### src/hw/rtl/m68000_subset_execute_unit_assert.svh
// Assertion macros for the subset execute unit.
// Used by the top level; expects clk and rst_n in scope.
`ifndef M68000_SUBSET_EXECUTE_UNIT_ASSERT_SVH
`define M68000_SUBSET_EXECUTE_UNIT_ASSERT_SVH

// same-cycle implication
`define MSX_ASSERT_IMP(lbl, ante, cons) \
  lbl: assert property (@(posedge clk) disable iff (!rst_n) (ante) |-> (cons)) \
    else $error("assertion failed");

// next-cycle implication
`define MSX_ASSERT_NXT(lbl, ante, cons) \
  lbl: assert property (@(posedge clk) disable iff (!rst_n) (ante) |=> (cons)) \
    else $error("assertion failed");

`endif

### src/hw/rtl/msx_pkg.sv
// Shared types and constants of the subset execute unit.
// No dependencies.
`default_nettype none
package msx_pkg;

  localparam int QDEPTH = 2;

  localparam logic [15:0] OP_MOVEL = 16'h203c;
  localparam logic [15:0] OP_STORE = 16'h20c0;
  localparam logic [15:0] OP_MOVEW = 16'h303c;
  localparam logic [15:0] OP_SR    = 16'h46fc;
  localparam logic [15:0] OP_NOP   = 16'h4e70;
  localparam logic [15:0] OP_RTS   = 16'h4e75;
  localparam logic [15:0] OP_LEA   = 16'h4ff9;
  localparam logic [15:0] OP_DBRA  = 16'h51c8;
  localparam logic [15:0] OP_BSR   = 16'h6100;
  localparam logic [15:0] OP_SUBA  = 16'h91c8;
  localparam logic [15:0] OP_ADD   = 16'hd080;
  localparam logic [15:0] M_RX     = 16'hf1ff;
  localparam logic [15:0] M_RXRY   = 16'hf1f8;
  localparam logic [15:0] M_RY     = 16'hfff8;

  localparam logic [1:0] ST_DONE    = 2'd0;
  localparam logic [1:0] ST_HALT    = 2'd1;
  localparam logic [1:0] ST_IGNORED = 2'd2;

  localparam logic [1:0] DK_NONE = 2'd0;
  localparam logic [1:0] DK_DATA = 2'd1;
  localparam logic [1:0] DK_ADDR = 2'd2;
  localparam logic [1:0] DK_SR   = 2'd3;

  localparam logic CFG_START_PC    = 1'b0;
  localparam logic CFG_START_STACK = 1'b1;

  typedef enum logic [3:0] {
    K_MOVEL, K_STORE, K_MOVEW, K_SR, K_NOP, K_RTS, K_LEA,
    K_DBRA, K_BSR, K_SUBA, K_ADD, K_ILLEGAL, K_RESTART
  } kind_t;

  typedef struct packed {
    kind_t       kind;
    logic [2:0]  rx;
    logic [2:0]  ry;
    logic [31:0] ext;
  } dec_t;

  typedef struct packed {
    logic [1:0] count;
    logic       full;
    logic       empty;
  } q_stat_t;

endpackage
`default_nettype wire

### src/hw/rtl/msx_queue.sv
// Two-entry queue of decoded transactions between front and back.
// Depends on msx_pkg.
`default_nettype none
module msx_queue (
  input  wire logic           clk,
  input  wire logic           rst_n,
  input  wire logic           push,
  input  wire msx_pkg::dec_t  wdata,
  input  wire logic           pop,
  output msx_pkg::dec_t       head,
  output msx_pkg::q_stat_t    stat
);
  import msx_pkg::*;

  dec_t       ent_r [QDEPTH];
  logic       wp_r, rp_r;
  logic [1:0] cnt_r, cnt_nxt;

  assign head = ent_r[rp_r];
  assign stat.count = cnt_r;
  assign stat.full  = (cnt_r == 2'(QDEPTH));
  assign stat.empty = (cnt_r == 2'd0);

  always_comb begin
    cnt_nxt = cnt_r;
    if (push && !pop) cnt_nxt = cnt_r + 2'd1;
    else if (pop && !push) cnt_nxt = cnt_r - 2'd1;
  end

  always_ff @(posedge clk) begin
    if (push) ent_r[wp_r] <= wdata;
    if (!rst_n) begin
      wp_r  <= 1'b0;
      rp_r  <= 1'b0;
      cnt_r <= 2'd0;
    end else begin
      if (push) wp_r <= !wp_r;
      if (pop) rp_r <= !rp_r;
      cnt_r <= cnt_nxt;
    end
  end
endmodule
`default_nettype wire

### config.mk
export PLATFORM = sky130hd
export DESIGN_NAME = msx_queue
export DESIGN_NICKNAME = d
export VERILOG_FILES = /design/src/hw/rtl/m68000_subset_execute_unit_assert.svh /design/src/hw/rtl/msx_pkg.sv /design/src/hw/rtl/msx_queue.sv
export SDC_FILE = /design/constraint.sdc
export NUM_CORES = 1
export LEC_CHECK = 0
export BUFFER_PORTS_ARGS = -buffer_cell sky130_fd_sc_hd__buf_2
export CORE_ASPECT_RATIO = 1.75
export CORE_MARGIN = 5
export CORE_UTILIZATION = 40
export CTS_BUF_LIST = sky130_fd_sc_hd__clkbuf_16
export CTS_CLUSTER_DIAMETER = 150
export CTS_CLUSTER_SIZE = 14
export DETAILED_ROUTE_END_ITERATION = 8
export PLACE_DENSITY = 0.65
export RECOVER_POWER = 50
export SETUP_SLACK_MARGIN = 0.1
export SLEW_MARGIN = 5
export SYNTH_ARGS = -nofsm -noshare
export SYNTH_HDL_FRONTEND = slang
export SYNTH_SLANG_ARGS = --single-unit
### constraint.sdc
create_clock -name clk -period 6.3 [get_ports clk]
set_clock_uncertainty 0.15 [all_clocks]
set_input_delay 1.26 -clock clk [delete_from_list [all_inputs] [get_ports clk]]
set_output_delay 1.26 -clock clk [all_outputs]
set_load 0.005 [all_outputs]
==> reports/qor.csv, run 1 <==
stage,metric,value,unit
run_status,status,"finished, violations left",
run_status,violations,"max-capacitance violations, max-slew violations",
global_routing,overflow,0,
routing,vias_per_cell,4.82,
layout,fin_nets,298,
clock_tree,htree_levels,3,
synthesis,yosysWarnings,0,
timing,final-max-slew-violation-count,44,
power,p_leak,0.00148,uW
power,power.density,323,nW/um^2
synthesis,ys_ff_latch,89,
setup_path,cp_slowest_cell,clkbuf_1,
setup_path,crit_path_end_kind,flip-flop,
timing,period_share,0.559,
setup_path,arrival,3270,ps
routing,first_pass_iters,4,
clock_tree,clk_latency,330,ps
synthesis,synth_area_per_cell,21.2,sq um
setup_path,cp_max_fo,43,
setup_path,worst_path_most_repeated_cell,clkbuf_1,
routing,wl_per_cell,17.0,um
global_routing,grt_pass1_wl,9050,um
setup_path,cp_slowest_stage_delay,1720,ps
synthesis,ys_types,17,
die,start_util,0.410,
setup_path,start_kind,primary input,
routing,drt.antenna.violating_nets,0,
synthesis,synthCells,153,
layout,n_fill_cell,681,
clock_tree,numCtsBuffers,9,
layout,syn_to_final_growth,24.5,%
job,cap_violations,1,
die,rows,43,
setup_path,crit_chain,clkbuf_1 -> nor2b_1 -> clkbuf_1,
die,dieHeight,129,um
clock_tree,cts_buffer_depth,2,
clock_tree,tritoncts,built,
min_path,hp-class,flip-flop to flip-flop,
synthesis,synth_nets,200,
global_routing,antenna_found_initial,0,
setup_path,reg2regPathDepth,2,
clock_tree,cts.sinks,89,
placement,port_buffers,91,
clock_tree,cts_root_buf,clkbuf_16,
die,coreArea,7910,sq um
placement,gp_congestion,0.692,
timing,fin_crit,3520,ps
timing,slew-limit-headroom,-0.603,
routing,vias,1668,
clock_tree,cts_setup_buffers,0,
clock_tree,clkTransAtPathRegs,60,ps
timing,fin_setup_tns,0,ps
global_routing,grt_use_total,0.122,
synthesis,seq_area_frac_synth,0.809,
die,die_area,10100,sq um
layout,drive_above_1_share,0.473,
routing,drt_first_iter_violations,102,
setup_path,required,6050,ps
die,ioPinCount,92,
clock_tree,post_cts_resized,0,
layout,diodes,0,
power,ir_drop,0.164,mV
timing,final_hold_viol_count,0,
die,die_w,78.1,um
min_path,hold_depth,2,
global_routing,grt_max_degree,44,
timing,rsz0062_at_grt,false,
routing,route.detailed.drc,0,
placement,hpwl,3950,um
timing,fmax,284,MHz
timing,timing.final.ws_setup,2780,ps
clock_tree,cts_hold_buf,0,
timing,finalSetupViolCount,0,
timing,worst_slew_pin_slew,2400,ps
global_routing,grt_pass1_vias,1864,
routing,drt_wl_total,5900,um
setup_path,path_class,primary input to flip-flop,
synthesis,synth_area,3240,sq um
placement,pre_cts_slack,3260,ps
## cells in the final DEF (no fill, tap or decap), drive strengths merged
cell    count
and2b       1
xor2        2
xnor2       1
clkinv      4
a21boi      1
o21ai       1
buf        65
ha          1
nor2        1
clkbuf     36
mux2       42
edfxtp     84
or3         1
bufinv      1
and2        4
o21a        1
nor2b       2
dfxtp       5
inv         3
## cell type report
type                            count  area (sq um)  area share
Sequential cell                    89          2620       0.650
Multi-Input combinational cell     58           589       0.146
Timing Repair Buffer               92           427       0.106
Clock buffer                        9           225      0.0558
Tap cell                           90           113      0.0279
Clock inverter                      7          53.8      0.0133
Inverter                            1          3.75    0.000930
## synth_stat cells
cell type | number | area share
a21boi_1 | 1 | 0.0023
dfxtp_1 | 5 | 0.031
buf_2 | 4 | 0.0062
buf_4 | 1 | 0.0023
nor2b_1 | 2 | 0.0039
o21a_1 | 1 | 0.0023
inv_1 | 1 | 0.0012
or3_1 | 1 | 0.0019
ha_1 | 1 | 0.0039
o21ai_0 | 1 | 0.0015
xnor2_1 | 1 | 0.0027
nor2_1 | 1 | 0.0012
xor2_1 | 2 | 0.0054
and2_1 | 4 | 0.0077
mux2_2 | 42 | 0.15
and2b_2 | 1 | 0.0027
edfxtp_1 | 84 | 0.78
## layer usage
metal  vias up  part of all wire  global-route usage
li1        793                 -                   -
met1       811              0.34               0.113
met2        51              0.57               0.221
met3        13             0.065              0.0382
met4         0             0.030              0.0796
met5         -                 0                   0
## final timing paths
kind	start	to	slack [ps]
max	push	ent_r[0][17]	2780
min	cnt_r[1]	cnt_r[1]	390
min reg2reg	cnt_r[1]	cnt_r[1]	390
max reg2reg	wp_r	ent_r[0][17]	3570
## where the power goes
group	total (uW)	internal, uW	switching (uW)	leakage [uW]
registers	703	684	18.9	0.000830
logic	110	61.9	48.1	0.000503
clock network	492	299	193	0.000144
## per-stage QoR
step / hold slack [ps] / util / total power (uW) / cell area [sq um] / instances
after floorplan: 344 / - / 769 / 3240 / 153
after global placement: 349 / 0.480 / 828 / 3800 / 330
after detailed placement: 370 / 0.480 / 833 / 3800 / 330
after CTS: 381 / 0.516 / 1330 / 4080 / 346
after global routing: 446 / 0.510 / 1360 / 4040 / 346
final: 390 / 0.510 / 1300 / 4040 / 346
## kinds of logic (layout without fill, tap and decap cells)
family | count (synthesis) | in the layout | share of synthesized area
compound gates | 3 | 3 | 0.00618
buf+inv | 6 | 109 | 0.00965
simple gates | 9 | 9 | 0.0174
xor+xnor | 3 | 3 | 0.00811
flops | 89 | 89 | 0.809
fa+ha+maj | 1 | 1 | 0.00386
mux | 42 | 42 | 0.146
## critical path, delay by kind of cell
| kind | cells | cell delay, ps |
|---|---|---|
| simple gates | 1 | 140 |
| buf+inv | 2 | 1850 |
## flip-flops by register name, summed over array words and instances (netlist names), named ones only
| signal | count |
|---|---|
| ent_r | 84 |
| cnt_r | 2 |
| rp_r | 1 |
| wp_r | 1 |
Note: power is estimated with default switching activity, not from simulation.
==> run 2, diff against run 1 <==
==> constraint.sdc (replaced) <==
create_clock -name clk -period 3.4 [get_ports clk]
set_clock_uncertainty 0.15 [all_clocks]
set_input_delay 0.68 -clock clk [delete_from_list [all_inputs] [get_ports clk]]
set_output_delay 0.68 -clock clk [all_outputs]
set_load 0.005 [all_outputs]
==> reports/qor.csv, run 2 (same netlist as run 1, synthesis figures left out) <==
stage,metric,value,unit,change
run_status,status,"finished, violations left",,
run_status,violations,"max-capacitance violations, max-slew violations",,
clock_tree,clk_latency,320,ps,about the same
global_routing,overflow,0,,unchanged
placement,hpwl,4190,um,+6.0%
setup_path,r2r-end,ent_r[1][0],,
placement,gp_congestion,0.678,,-2.0%
die,dieHeight,129,um,unchanged
clock_tree,htree_levels,3,,unchanged
setup_path,arrival,2420,ps,-850 ps
timing,final-max-slew-violation-count,17,,-61%
routing,drt.antenna.violating_nets,0,,unchanged
layout,final_cells,349,,+0.87%
min_path,hold_depth,2,,unchanged
power,switching_share,0.203,,+0.00354
die,start_util,0.410,,unchanged
layout,diodes,0,,unchanged
routing,vias_per_cell,4.80,,-0.38%
layout,top_regs,"ent_r x84, cnt_r x2",,
power,internal-power,1860,uW,+78%
power,power,2340,uW,+79%
setup_path,cp_max_fo,22,,-49%
timing,fin_crit,2570,ps,
timing,fin_setup_tns,0,ps,unchanged
global_routing,grt_use_total,0.121,,-0.000602
clock_tree,cts_root_buf,clkbuf_16,,
die,die_w,78.1,um,unchanged
timing,timing.final.ws_setup,832,ps,-1940 ps
timing,final_hold_viol_count,0,,unchanged
power,seq_power_share,0.551,,+0.012
routing,vias,1676,,+0.48%
layout,syn_to_final_growth,25.3,%,
layout,fin_nets,301,,+1.0%
setup_path,reg2regPathDepth,2,,unchanged
timing,worst_slew_pin_slew,1600,ps,-806 ps
routing,route.detailed.drc,0,,unchanged
global_routing,grt_pass1_wl,9000,um,-0.53%
die,rows,43,,unchanged
die,die_area,10100,sq um,unchanged
setup_path,path_class,primary input to flip-flop,,
timing,rsz0062_at_grt,false,,
placement,dp_cells,333,,+0.91%
setup_path,reg2reg_slack,1000,ps,-2570 ps
placement,port_buffers,91,,unchanged
min_path,hold-path-endpoint,cnt_r[1],,
routing,drt_first_iter_violations,62,,-39%
setup_path,cp_slowest_stage_delay,1140,ps,-580 ps
job,cap_violations,2,,+1
setup_path,start_kind,primary input,,
clock_tree,post_cts_resized,0,,unchanged
setup_path,required,3260,ps,-2790 ps
global_routing,grt_pass1_vias,1802,,-3.3%
global_routing,grt_max_degree,28,,-36%
clock_tree,numCtsBuffers,9,,unchanged
layout,regMostFlops,ent_r,,
layout,largest_reg_flops,84,,unchanged
routing,wl_per_cell,16.9,um,-0.69%
timing,hold_ws,383,ps,-7.38 ps
layout,n_fill_cell,684,,+0.44%
timing,period_share,0.755,,
die,ioPinCount,92,,unchanged
timing,slew-limit-headroom,-0.0679,,+0.535
timing,finalSetupViolCount,0,,unchanged
setup_path,r2r_start,wp_r,,
setup_path,cp_slowest_cell,and2_0,,
layout,final_cell_mix,"84 x edfxtp_1, 69 x buf_2, 42 x mux2_2",,
clock_tree,tritoncts,built,,
min_path,min_from,cnt_r[1],,
routing,first_pass_iters,4,,unchanged
setup_path,crit_chain,clkbuf_1 -> and2_0 -> buf_4,,
placement,pre_cts_slack,1190,ps,-2070 ps
min_path,hp-class,flip-flop to flip-flop,,
clock_tree,cts.sinks,89,,unchanged
power,ir_drop,0.319,mV,+94%
global_routing,antenna_found_initial,0,,unchanged
routing,drt_wl_total,5910,um,+0.17%
power,p_comb_frac,0.097,,+0.013
die,coreArea,7910,sq um,unchanged
clock_tree,cts_setup_buffers,0,,unchanged
setup_path,crit_path_end_kind,flip-flop,,
layout,final_common_cell,edfxtp_1,,
clock_tree,clkTransAtPathRegs,60,ps,about the same
power,p_leak,0.00151,uW,+2.2%
power,p_switching,474,uW,+82%
power,power.density,576,nW/um^2,+78%
clock_tree,cts_hold_buf,0,,unchanged
clock_tree,cts_buffer_depth,2,,unchanged
layout,drive_above_1_share,0.486,,+0.0138
power,p_clk_frac,0.352,,-0.025
timing,fmax,389,MHz,
run 2: cell types whose count changed in the layout (fill, tap and decap cells not counted):
cell | before | now
and2_0 | 2 | 3
and2_2 | 1 | 0
buf_12 | 0 | 2
buf_2 | 65 | 69
buf_4 | 0 | 2
bufinv_16 | 1 | 0
clkbuf_1 | 27 | 22
clkinv_1 | 3 | 2
clkinv_2 | 1 | 0
inv_1 | 3 | 6
run 2: worst max-delay path by stage:
stage / startpoint / end / cells after the start
floorplan: push / ent_r[0][0] / 1
global placement: push / ent_r[1][2] / 3
detailed placement: push / ent_r[1][37] / 3
CTS: flip-flop / head[14] / 3
global route: push / ent_r[1][37] / 3
finish: push / ent_r[1][0] / 3
run 2: cell type report:
| cell class | count | area (sq um) | area share |
|---|---|---|---|
| repair buffers | 95 | 483 | 0.119 |
| clock buffers | 9 | 225 | 0.0554 |
| well taps | 90 | 113 | 0.0277 |
| inverters | 1 | 3.75 | 0.000924 |
| flip-flops and latches | 89 | 2620 | 0.646 |
| multi-input cells | 58 | 588 | 0.145 |
| clock inverters | 7 | 26.3 | 0.00647 |
run 2: worst max-delay path: cells and delay by family:
kind | cells | cell delay [ps]
buffers and inverters | 2 | 580
and+or+nand+nor | 1 | 1140
run 2: through the flow:
step | cell area [sq um] | utilization
6_report | 4060 | 0.514
5_1_grt | 4060 | 0.514
3_5_place_dp | 3850 | 0.486
2_1_floorplan | 3240 | -
3_3_place_gp | 3850 | 0.486
4_1_cts | 4100 | 0.518
run 2: power by group through the flow:
stage	Sequential [uW]	Clock, uW	Combinational (uW)
2_1_floorplan	1300	0	124
3_3_place_gp	1310	0	234
3_5_place_dp	1310	0	238
4_1_cts	1290	851	239
5_1_grt	1290	888	250
6_report	1290	824	226
run 2: per-layer routing:
metal,part of all wire,wire length [um],GRT usage,vias up
met5,0,0,0,-
met4,0.017,102,0.0627,0
met3,0.067,397,0.0473,7
met2,0.58,3430,0.216,51
met1,0.33,1980,0.118,821
li1,-,-,-,797
