<file path="src/hw/rtl/m68000_subset_execute_unit_assert.svh">
// Assertion macros for the subset execute unit.
// Used by the top level; expects clk and rst_n in scope.
`ifndef M68000_SUBSET_EXECUTE_UNIT_ASSERT_SVH
`define M68000_SUBSET_EXECUTE_UNIT_ASSERT_SVH

// same-cycle implication
`define MSX_ASSERT_IMP(lbl, ante, cons) \
  lbl: assert property (@(posedge clk) disable iff (!rst_n) (ante) |-> (cons)) \
    else $error("assertion failed");

// next-cycle implication
`define MSX_ASSERT_NXT(lbl, ante, cons) \
  lbl: assert property (@(posedge clk) disable iff (!rst_n) (ante) |=> (cons)) \
    else $error("assertion failed");

`endif

</file>
<file path="src/hw/rtl/msx_pkg.sv">
// Shared types and constants of the subset execute unit.
// No dependencies.
`default_nettype none
package msx_pkg;

  localparam int QDEPTH = 2;

  localparam logic [15:0] OP_MOVEL = 16'h203c;
  localparam logic [15:0] OP_STORE = 16'h20c0;
  localparam logic [15:0] OP_MOVEW = 16'h303c;
  localparam logic [15:0] OP_SR    = 16'h46fc;
  localparam logic [15:0] OP_NOP   = 16'h4e70;
  localparam logic [15:0] OP_RTS   = 16'h4e75;
  localparam logic [15:0] OP_LEA   = 16'h4ff9;
  localparam logic [15:0] OP_DBRA  = 16'h51c8;
  localparam logic [15:0] OP_BSR   = 16'h6100;
  localparam logic [15:0] OP_SUBA  = 16'h91c8;
  localparam logic [15:0] OP_ADD   = 16'hd080;
  localparam logic [15:0] M_RX     = 16'hf1ff;
  localparam logic [15:0] M_RXRY   = 16'hf1f8;
  localparam logic [15:0] M_RY     = 16'hfff8;

  localparam logic [1:0] ST_DONE    = 2'd0;
  localparam logic [1:0] ST_HALT    = 2'd1;
  localparam logic [1:0] ST_IGNORED = 2'd2;

  localparam logic [1:0] DK_NONE = 2'd0;
  localparam logic [1:0] DK_DATA = 2'd1;
  localparam logic [1:0] DK_ADDR = 2'd2;
  localparam logic [1:0] DK_SR   = 2'd3;

  localparam logic CFG_START_PC    = 1'b0;
  localparam logic CFG_START_STACK = 1'b1;

  typedef enum logic [3:0] {
    K_MOVEL, K_STORE, K_MOVEW, K_SR, K_NOP, K_RTS, K_LEA,
    K_DBRA, K_BSR, K_SUBA, K_ADD, K_ILLEGAL, K_RESTART
  } kind_t;

  typedef struct packed {
    kind_t       kind;
    logic [2:0]  rx;
    logic [2:0]  ry;
    logic [31:0] ext;
  } dec_t;

  typedef struct packed {
    logic [1:0] count;
    logic       full;
    logic       empty;
  } q_stat_t;

endpackage
`default_nettype wire

</file>
<file path="src/hw/rtl/msx_if.sv">
// Request and response channel interfaces of the subset execute unit.
// No dependencies.
`default_nettype none
interface msx_req_if;
  logic        valid;
  logic        ready;
  logic        req_type;
  logic [15:0] opcode;
  logic [31:0] ext_bits;
  modport source (output valid, req_type, opcode, ext_bits, input ready);
  modport sink (input valid, req_type, opcode, ext_bits, output ready);
endinterface

`default_nettype wire

</file>
<file path="src/hw/rtl/msx_front.sv">
// Front end: accepts requests and classifies opcodes.
// Depends on msx_pkg and msx_req_if.
`default_nettype none
module msx_front (
  msx_req_if.sink       in_req,
  input  wire logic     q_full,
  output msx_pkg::dec_t dec,
  output logic          push
);
  import msx_pkg::*;

  logic [15:0] op;

  assign op = in_req.opcode;
  assign in_req.ready = !q_full;
  assign push = in_req.valid && !q_full;

  always_comb begin
    dec.rx  = op[11:9];
    dec.ry  = op[2:0];
    dec.ext = in_req.ext_bits;
    priority if (in_req.req_type)          dec.kind = K_RESTART;
    else if ((op & M_RX) == OP_MOVEL)      dec.kind = K_MOVEL;
    else if ((op & M_RXRY) == OP_STORE)    dec.kind = K_STORE;
    else if ((op & M_RX) == OP_MOVEW)      dec.kind = K_MOVEW;
    else if (op == OP_SR)                  dec.kind = K_SR;
    else if (op == OP_NOP)                 dec.kind = K_NOP;
    else if (op == OP_RTS)                 dec.kind = K_RTS;
    else if (op == OP_LEA)                 dec.kind = K_LEA;
    else if ((op & M_RY) == OP_DBRA)       dec.kind = K_DBRA;
    else if (op == OP_BSR)                 dec.kind = K_BSR;
    else if ((op & M_RY) == OP_SUBA)       dec.kind = K_SUBA;
    else if ((op & M_RXRY) == OP_ADD)      dec.kind = K_ADD;
    else                                   dec.kind = K_ILLEGAL;
  end
endmodule
`default_nettype wire

</file>
<file path="src/flat_wrapper.sv">
// flat-port wrapper written by rule: the top's interface ports become plain ports
module msx_front_flat import msx_pkg::*;
  (q_full, dec, push, in_req_valid, in_req_req_type, in_req_opcode, in_req_ext_bits, in_req_ready);
  msx_req_if in_req_i ();
  input  wire logic q_full;
  output msx_pkg::dec_t dec;
  output logic push;
  input wire logic [$bits(in_req_i.valid)-1:0] in_req_valid;
  input wire logic [$bits(in_req_i.req_type)-1:0] in_req_req_type;
  input wire logic [$bits(in_req_i.opcode)-1:0] in_req_opcode;
  input wire logic [$bits(in_req_i.ext_bits)-1:0] in_req_ext_bits;
  output wire logic [$bits(in_req_i.ready)-1:0] in_req_ready;
  assign in_req_i.valid = in_req_valid;
  assign in_req_i.req_type = in_req_req_type;
  assign in_req_i.opcode = in_req_opcode;
  assign in_req_i.ext_bits = in_req_ext_bits;
  assign in_req_ready = in_req_i.ready;
  msx_front u_core (.in_req(in_req_i), .q_full(q_full), .dec(dec), .push(push));
endmodule
</file>
<file path="config.mk">
export PLATFORM = sky130hd
export DESIGN_NAME = msx_front_flat
export DESIGN_NICKNAME = d
export VERILOG_FILES = /design/src/hw/rtl/m68000_subset_execute_unit_assert.svh /design/src/hw/rtl/msx_pkg.sv /design/src/hw/rtl/msx_if.sv /design/src/hw/rtl/msx_front.sv /design/src/flat_wrapper.sv
export SDC_FILE = /design/constraint.sdc
export NUM_CORES = 1
export LEC_CHECK = 0
export ABC_AREA = 0
export BUFFER_PORTS_ARGS = -buffer_cell sky130_fd_sc_hd__buf_2
export CAP_MARGIN = 10
export CORE_AREA = 10 10 56 58
export DETAILED_ROUTE_END_ITERATION = 8
export DIE_AREA = 0 0 66 68
export GPL_TIMING_DRIVEN = 0
export PLACE_DENSITY = 0.82
export SLEW_MARGIN = 20
export SYNTH_ARGS = -nofsm -noshare
export SYNTH_HDL_FRONTEND = slang
export SYNTH_SLANG_ARGS = --single-unit
</file>
<file path="constraint.sdc">
create_clock -name vclk -period 1.7
set_clock_uncertainty 0.15 [all_clocks]
set_input_delay 0.17 -clock vclk [all_inputs]
set_output_delay 0.17 -clock vclk [all_outputs]
set_load 0.01 [all_outputs]
</file>
==> impl_results.md, run 1 <==
* Fmax at 563.6 MHz
* Mapped Nets at 134
* Ports at 95
* Final worst slack at -0.07421 ns
* Worst VDD drop at 117.8 uV
* Synth top area cells: buf_4 47%, nor3b_1 4.9%, and4_1 4.3%, nor4_1 4.1%, or4bb_1 3.7%
* Setup crit start kind: primary input
* Antenna violations before repair at 0
* Total GRT Usage at 0.09600
* Initial DRC count at 25
* Die area at 4488 um^2
* CP Data Required Time at 1.38 ns
* Vias in the first global route at 829
* Detailed-router iteration count before antenna repair at 5
* Worst-margin pin slew at around 0.40 ns
* Area Growth Syn to Fin at 69.59%
* Ys Warns at 0
* Via count at 830
* Die Y at 68 um
* Crit Path Max Fanout at 3
* Clock buf count at 0
* Min-delay worst type: primary input to output port
* # Max-Cap Violations at 0
* Final Max Tran Viols at 0
* Total inserted antenna cells at 0
* DRC viols at 0
* Vias/cell at 4.743
* Setup TNS at -0.1401 ns
* Failing checks: setup timing
* Cells after synthesis at 83
* Sequential-to-total area share from yosys stat at 0
* WL met2 at approximately 1400 um
* Net total in the final layout at 200
* Synth top area share at 0.4653
* FFs & Latches at 0
* Routed Antenna Nets at 0
* First-pass GRT wire length at about 3700 um
* Met1 wire length at 741 um
* Synth Cell Area at 613.1 um^2
* Number of core rows at 17
* Die width at 66 um
* CP arrival at 1.45 ns
* FF/Latch Area at 0 um^2
* Power Density at roughly 220 nW/um^2
* Cell taking the most area after synthesis: buf_4
* Met3 wire length at between 400 and 500 um
* Crit path kind: primary input to output port
* Grt ovf at 0
* Synthesized area per cell at 7.387 um^2
* Share of layout cells above drive strength 1 at 0.7347
* RSZ-0062 raised after global routing: yes
* Hold Fails Final Rpt at 0
* Pin count of the biggest net entering global routing at 8
* DP Worst Slack at -0.1776 ns
* Top sig layer: met4
* Fin crit share at 1.044
* Post-DP HPWL at 2389 um
* Status: finished with violations
* GP Congestion at ~0.83
* Routed wire length at 2668 um
* Placeable Area at 2106 um^2
* LEAKAGE at 0.5543 nW
* Cell variety after synth at 27
* Setup violators final at 2
* Worst hold margin at 0.3762 ns
* Final min period at 1.774 ns
* CP endpoint kind: output port
* Starting Density at 0.2911
* Slew HR at 0.7283
* Port Buf Inserts at 63
* Per-cell routed wire length at 15.25 um
* Layout filler cell count at 206
==> stage by stage <==
| stage | total power, W | instances | instance area [um^2] | utilization |
|---|---|---|---|---|
| 4_1_cts | 0.0002297 | 175 | 1017 | 0.4831 |
| 3_5_place_dp | 0.0002187 | 174 | 963.4 | 0.4575 |
| 2_1_floorplan | 0.0001211 | 83 | 613.1 | - |
| 6_report | 0.0002305 | 175 | 1040 | 0.4938 |
| 3_3_place_gp | 0.0002140 | 174 | 963.4 | 0.4575 |
| 5_1_grt | 0.0002507 | 175 | 1040 | 0.4938 |
==> synthesized netlist by cell type, types with 2 or more instances <==
cell	number
and4_1	3
or4bb_1	2
nor2_1	2
nor3_1	2
nor3b_1	4
buf_4	38
or3b_1	2
a32oi_1	2
and3b_1	2
nor4_1	4
inv_1	3
nand2_1	4
==> critical path, stage by stage <==
cell and delay, ns:
buf_6 0.09, or4_4 0.55, and4bb_1 0.27, a32oi_1 0.06
and4_1 0.17, buf_2 0.14
==> layout make-up <==
cell class	instances	area (um^2)	share of cell area
Buffer	38	285.3	0.2744
Multi-Input combinational cell	42	366.6	0.3526
Inverter	3	11.26	0.01083
Tap cell	28	35.03	0.03369
Timing Repair Buffer	64	341.6	0.3285
==> where the power goes <==
part           internal [W]  total [W]  switching (W)
combinational      0.000129   0.000231       0.000101
clock                     0          0              0
sequential                0          0              0
==> worst paths after layout <==
path / from / endpoint / cells after the start
max: in_req_opcode[10] / dec[39] / 6
min: in_req_ext_bits[20] / dec[20] / 2
==> metal layers <==
metal,global-route usage,up-vias
met1,0.08448,367
met5,0,-
met2,0.1884,65
met3,0.06525,2
met4,0,0
li1,-,396
==> layout by cell type (no fill, tap or decap) <==
cell       Yosys  routed
a32oi_1        2       2
a41o_1         1       1
a41oi_1        1       1
and3b_1        2       2
and4_1         3       3
and4bb_1       1       1
buf_2          0      60
buf_4         38      39
buf_6          0       3
inv_1          3       3
nand2_1        4       4
nand3_1        1       1
nand3b_1       1       1
nand4_1        1       1
nand4bb_1      1       1
nor2_1         2       1
nor2_2         0       1
nor2b_1        1       1
nor3_1         2       2
nor3b_1        4       3
nor3b_2        0       1
nor4_1         4       2
nor4_4         0       2
nor4b_1        1       1
nor4b_4        0       1
nor4bb_1       1       1
o21ai_1        1       2
or3b_1         2       2
or4_4          0       1
or4bb_1        2       2
xor2_1         1       1
==> what timing repair did <==
action	CTS	global route
hold buffers	0	0
setup endpoints to repair	4	4
setup buffers	1	0
resized for setup	10	3
pin swaps	7	4
==> cells by family after synthesis <==
family                    count (synthesis)  share of synthesized area
AOI/OAI and AO/OA                         6                    0.07550
xor gates and xnor gates                  1                    0.01429
buffers and inverters                    41                     0.4837
and+or+nand+nor                          35                     0.4265
Note: power is estimated with default switching activity, not from simulation.
==> run 2: changes to the inputs <==
--- a/config.mk
+++ b/config.mk
@@ -8,12 +8,13 @@
 export ABC_AREA = 0
 export BUFFER_PORTS_ARGS = -buffer_cell sky130_fd_sc_hd__buf_2
 export CAP_MARGIN = 10
-export CORE_AREA = 10 10 56 58
+export CORE_AREA = 10 10 55 57
 export DETAILED_ROUTE_END_ITERATION = 8
-export DIE_AREA = 0 0 66 68
+export DIE_AREA = 0 0 65 67
 export GPL_TIMING_DRIVEN = 0
-export PLACE_DENSITY = 0.82
+export PLACE_DENSITY = 0.86
 export SLEW_MARGIN = 20
 export SYNTH_ARGS = -nofsm -noshare
 export SYNTH_HDL_FRONTEND = slang
 export SYNTH_SLANG_ARGS = --single-unit
+export TNS_END_PERCENT = 100
==> constraint.sdc (replaced) <==
create_clock -name vclk -period 2.3
set_clock_uncertainty 0.15 [all_clocks]
set_input_delay 0.23 -clock vclk [all_inputs]
set_output_delay 0.23 -clock vclk [all_outputs]
set_load 0.01 [all_outputs]
==> run 2 against run 1 <==
The run now ends clean. Total power decreased by 31%. Die area decreased by 3.0%. Combinational power decreased by 31%. Final cell count decreased by 1.1%. Hold slack improved by 0.12 ns. Global-route usage increased by 0.70 points. Final area decreased by 7.5%. Utilization increased by 0.17 points. Sequential cell count unchanged. Sequential share of layout area unchanged. Wire length decreased by 2.8%. Critical endpoint is now dec[41]. Largest cell class unchanged. Highest routed layer unchanged.
==> impl_results.md, run 2 (synthesized netlist as in run 1, its figures left out) <==
* Status: complete, no violations
* Per-cell routed wire length at 14.99 um (-1.6%)
* Post-DP HPWL at 2400 um (+0.46%)
* Crit path kind: primary input to output port
* Net total in the final layout at 199 (-0.50%)
* DRC viols at 0 (unchanged)
* Final worst slack at 0.2998 ns (+0.3740 ns)
* Most common cell after layout, fill and taps aside: buf_2
* FFs & Latches at 0 (unchanged)
* Antenna violations before repair at 0 (unchanged)
* Final min period at approximately 2.0 ns
* Routed wire length at 2594 um (-2.8%)
* CP arrival at 1.62 ns (+0.17 ns)
* Via count at 821 (-1.1%)
* Postcts setup bufs at 0 (-1)
* Port Buf Inserts at 63 (unchanged)
* Crit path largest cell delay at 0.59 ns (+0.04 ns)
* Worst hold margin at 0.4958 ns (+0.1196 ns)
* Starting Density at 0.3157 (+0.02458)
* Share of layout cells above drive strength 1 at 0.6986 (-0.03606)
* Final core utilization at 0.4955 (+0.001729)
* GP Congestion at 0.8462 (+1.4%)
* Post-CTS sizing at 0 (-10)
* Total GRT Usage at 0.1030 (+0.007016)
* Most frequent cells in the layout: 63 x buf_2, 38 x buf_4, 4 x nor4_1, 4 x nand2_1, 4 x nor3b_1
* Hold-fix buffers, CTS at 0 (unchanged)
* Total inserted antenna cells at 0 (unchanged)
* Fmax at between 400 and 500 MHz
* LEAKAGE at 0.5226 nW (-5.7%)
* Setup violators final at 0 (-2)
* Die Y at 67 um (-1.5%)
* Final Max Tran Viols at 0 (unchanged)
* Slowest CP cell: or4_1
* Area Growth Syn to Fin at 56.94%
* Number of core rows at 16 (-1)
* CP Buf/Inv Count at 2 (unchanged)
* Hold Fails Final Rpt at 0 (unchanged)
* Top cell by count, worst path: buf_2
* CP endpoint kind: output port
* Slew HR at 0.6804 (-0.04790)
* First-pass GRT wire length at 3815 um (+3.2%)
* Setup TNS at 0 ns (+0.1401 ns)
* Fin crit share at 0.8697
* Vias in the first global route at 868 (+4.7%)
* Total power at 0.0001598 W (-31%)
* Pin count of the biggest net entering global routing at 8 (unchanged)
* Vias/cell at 4.746 (about the same)
* Initial DRC count at 17 (-32%)
* Placeable Area at 1942 um^2 (-7.8%)
* CP Data Required Time at 1.92 ns (+0.54 ns)
* Grt ovf at 0 (unchanged)
* CP Cell Sequence: buf_2, or4_1, nor3_1, o21ai_0, a41o_1, buf_2
* Setup crit start kind: primary input
* Die width at 65 um (-1.5%)
* Worst VDD drop at 112.2 uV (-4.7%)
* Min-delay worst type: primary input to output port
* Routed Antenna Nets at 0 (unchanged)
* Die area at 4355 um^2 (-3.0%)
* DP Worst Slack at 0.3161 ns (+0.4937 ns)
* Ports at 95 (unchanged)
* Power Density at 166.1 nW/um^2 (-25%)
* Worst-margin pin slew at 0.4750 ns (+0.07120 ns)
* Crit path max-delay family: simple AND/OR/NAND/NOR gates
* Detailed-router iteration count before antenna repair at 5 (unchanged)
* RSZ-0062 raised after global routing: no
* Clock buf count at 0 (unchanged)
* FF/Latch Area at 0 um^2 (unchanged)
* Crit Path Max Fanout at 4 (+1)
* # Max-Cap Violations at 0 (unchanged)
==> run 2: area by class of cell <==
class | instances | area, um^2
Fill cell | 196 | 979.7
Multi-Input combinational cell | 42 | 316.6
Timing Repair Buffer | 63 | 315.3
Buffer | 38 | 285.3
Tap cell | 27 | 33.78
Inverter | 3 | 11.26
==> run 2: power by group <==
group          leakage, nW  switching, W  total, W  internal [W]
sequential               0             0         0             0
clock                    0             0         0             0
combinational        0.523     0.0000700  0.000160     0.0000898
==> run 2: layer usage <==
layer | GRT usage | routed length (um) | vias to the layer above
met5 | 0 | 0 | -
met4 | 0 | 36 | 0
met3 | 0.08361 | 493 | 10
met2 | 0.1995 | 1273 | 75
met1 | 0.08464 | 791 | 341
li1 | - | - | 395
==> run 2: final timing paths <==
kind,cells after the start,to,slack [ns],startpoint
worst max-delay path,6,dec[41],0.30,in_req_opcode[4]
worst min-delay path,2,dec[10],0.50,in_req_ext_bits[10]
==> run 2: stage by stage <==
| stage | cell area, um^2 | cells |
|---|---|---|
| detailed placement | 962.2 | 173 |
| floorplan | 613.1 | 83 |
| global route | 962.2 | 173 |
| finish | 962.2 | 173 |
| CTS | 962.2 | 173 |
| global placement | 962.2 | 173 |
==> run 3: changes to the inputs <==
--- a/config.mk
+++ b/config.mk
@@ -12,6 +12,7 @@
 export DETAILED_ROUTE_END_ITERATION = 8
 export DIE_AREA = 0 0 65 67
 export GPL_TIMING_DRIVEN = 0
+export MAX_ROUTING_LAYER = met4
 export PLACE_DENSITY = 0.86
 export SLEW_MARGIN = 20
 export SYNTH_ARGS = -nofsm -noshare
==> constraint.sdc (replaced) <==
create_clock -name vclk -period 2.6
set_clock_uncertainty 0.15 [all_clocks]
set_input_delay 0.26 -clock vclk [all_inputs]
set_output_delay 0.26 -clock vclk [all_outputs]
set_load 0.01 [all_outputs]
==> run 3 against run 2 <==
Count of clock-buffer cells in the layout did not move. Global-route usage is 0.29 points higher. Sequential cell count unchanged. Utilization unchanged. Total power decreased by 11%. Hold slack gained 0.060 ns. Via count is 0.24% lower. Sequential share of layout area unchanged. Largest power group unchanged. Highest routed layer unchanged.
==> impl_results.md, run 3 (synthesized netlist as in run 1, its figures left out) <==
* Pin count of the biggest net entering global routing at 8 (unchanged)
* Crit Path Max Fanout at 4 (unchanged)
* Routed Antenna Nets at 0 (unchanged)
* Total inserted antenna cells at 0 (unchanged)
* Clock buf count at 0 (unchanged)
* FF/Latch Area at 0 um^2 (unchanged)
* CP Buf/Inv Count at 2 (unchanged)
* Port Buf Inserts at 63 (unchanged)
* Power Density at 147.3 nW/um^2 (-11%)
* Ports at 95 (unchanged)
* Fmax at 481.0 MHz
* Most frequent cells in the layout: 63 x buf_2, 38 x buf_4, 4 x nor4_1, 4 x nand2_1, 4 x nor3b_1
* Psw at 0.00006222 W (-11%)
* Worst VDD drop at 99.43 uV (-11%)
* Share of layout cells above drive strength 1 at 0.6986 (unchanged)
* Vias/cell at 4.734 (-0.24%)
* # Max-Cap Violations at 0 (unchanged)
* Status: complete, no violations
* Routed wire length at 2610 um (+0.62%)
* Placed cell count at 173 (unchanged)
* Number of core rows at 16 (unchanged)
* GP Congestion at 0.8595 (+1.6%)
* Vias in the first global route at 868 (unchanged)
* Slew HR at 0.7041 (+0.02371)
* Setup TNS at 0 ns (unchanged)
* Die area at 4355 um^2 (unchanged)
* Slowest CP cell: or4_1
* Detailed-router iteration count before antenna repair at 4 (-1)
* Starting Density at 0.3157 (unchanged)
* CP Cell Sequence: buf_2, or4_1, nor3_1, o21ai_0, a41o_1, buf_2
* Fin crit share at 0.7996
* Grt ovf at 0 (unchanged)
* Final Max Tran Viols at 0 (unchanged)
* Internal power at 0.00007948 W (-12%)
* Total GRT Usage at 0.1059 (+0.002871)
* Hold Path Origin: in_req_ext_bits[10]
* Final min period at 2.079 ns
* Min-delay worst type: primary input to output port
* Die Y at 67 um (unchanged)
* Net total in the final layout at 199 (unchanged)
* DRC viols at 0 (unchanged)
* First-pass GRT wire length at 3815 um (unchanged)
* Antenna violations before repair at 0 (unchanged)
* Setup violators final at 0 (unchanged)
* Area Growth Syn to Fin at 56.94% (unchanged)
* Sw Share at 0.4391 (+0.001240)
* Placeable Area at 1942 um^2 (unchanged)
* Worst-margin pin slew at 0.4398 ns (-0.03524 ns)
* Combinational power share at 1.000 (about the same)
* Crit path kind: primary input to output port
* Seq pwr share at 0 (unchanged)
* Post-CTS sizing at 0 (unchanged)
* Initial DRC count at 17 (unchanged)
* LEAKAGE at 0.5226 nW (unchanged)
* Post-DP HPWL at 2400 um (unchanged)
* Crit path max-delay family: simple AND/OR/NAND/NOR gates
* Layout Cells excl Fill at 173 (unchanged)
* CP endpoint kind: output port
* Per-cell routed wire length at 15.09 um (+0.62%)
* Setup crit start kind: primary input
* CP startpoint: in_req_opcode[4]
* Hold Fails Final Rpt at 0 (unchanged)
* CP arrival at 1.67 ns (+0.05 ns)
* Crit path largest cell delay at 0.60 ns (about the same)
* Die width at 65 um (unchanged)
* Top cell by count, worst path: buf_2
* Via count at 819 (-0.24%)
* RSZ-0062 raised after global routing: no
* Clk network pwr share at 0 (unchanged)
* Hold-fix buffers, CTS at 0 (unchanged)
* CP Data Required Time at 2.19 ns (+0.27 ns)
* FFs & Latches at 0 (unchanged)
* Most common cell after layout, fill and taps aside: buf_2
* Postcts setup bufs at 0 (unchanged)
-- run 3: final timing paths --
path	end	slack, ns	cells after the start
setup / recovery	dec[41]	0.52	6
hold / removal	dec[10]	0.56	2
-- run 3: layer usage --
layer  vias up  routed length (um)  share of wire  GRT usage
li1        395                   -              -          -
met1       341                 944           0.36     0.1049
met2        77                1300           0.50     0.1995
met3         6                 351           0.13    0.04682
met4         0                  13         0.0050          0
met5         -                   0              0          -
-- run 3: layout make-up --
type | instances | area, um^2
inverters | 3 | 11.26
well taps | 27 | 33.78
multi-input cells | 42 | 316.6
fillers | 196 | 979.7
repair buffers | 63 | 315.3
plain buffers | 38 | 285.3
-- run 3: power groups by stage --
stage	sequential, W	combinational [W]	clock, W
detailed placement	0	0.000143	0
finish	0	0.000142	0
floorplan	0	0.0000792	0
global placement	0	0.000139	0
global route	0	0.000153	0
CTS	0	0.000143	0
-- run 3: per-stage QoR --
step | cell area (um^2) | utilization | total power, W | setup slack, ns | hold slack [ns]
6_report | 962.2 | 0.4955 | 0.0001417 | 0.5211 | 0.5558
4_1_cts | 962.2 | 0.4955 | 0.0001432 | 0.5517 | 0.5593
3_3_place_gp | 962.2 | 0.4955 | 0.0001394 | 0.5720 | 0.5597
3_5_place_dp | 962.2 | 0.4955 | 0.0001428 | 0.5561 | 0.5595
2_1_floorplan | 613.1 | - | 0.00007916 | 0.8593 | 0.4135
5_1_grt | 962.2 | 0.4955 | 0.0001532 | 0.4596 | 0.5635
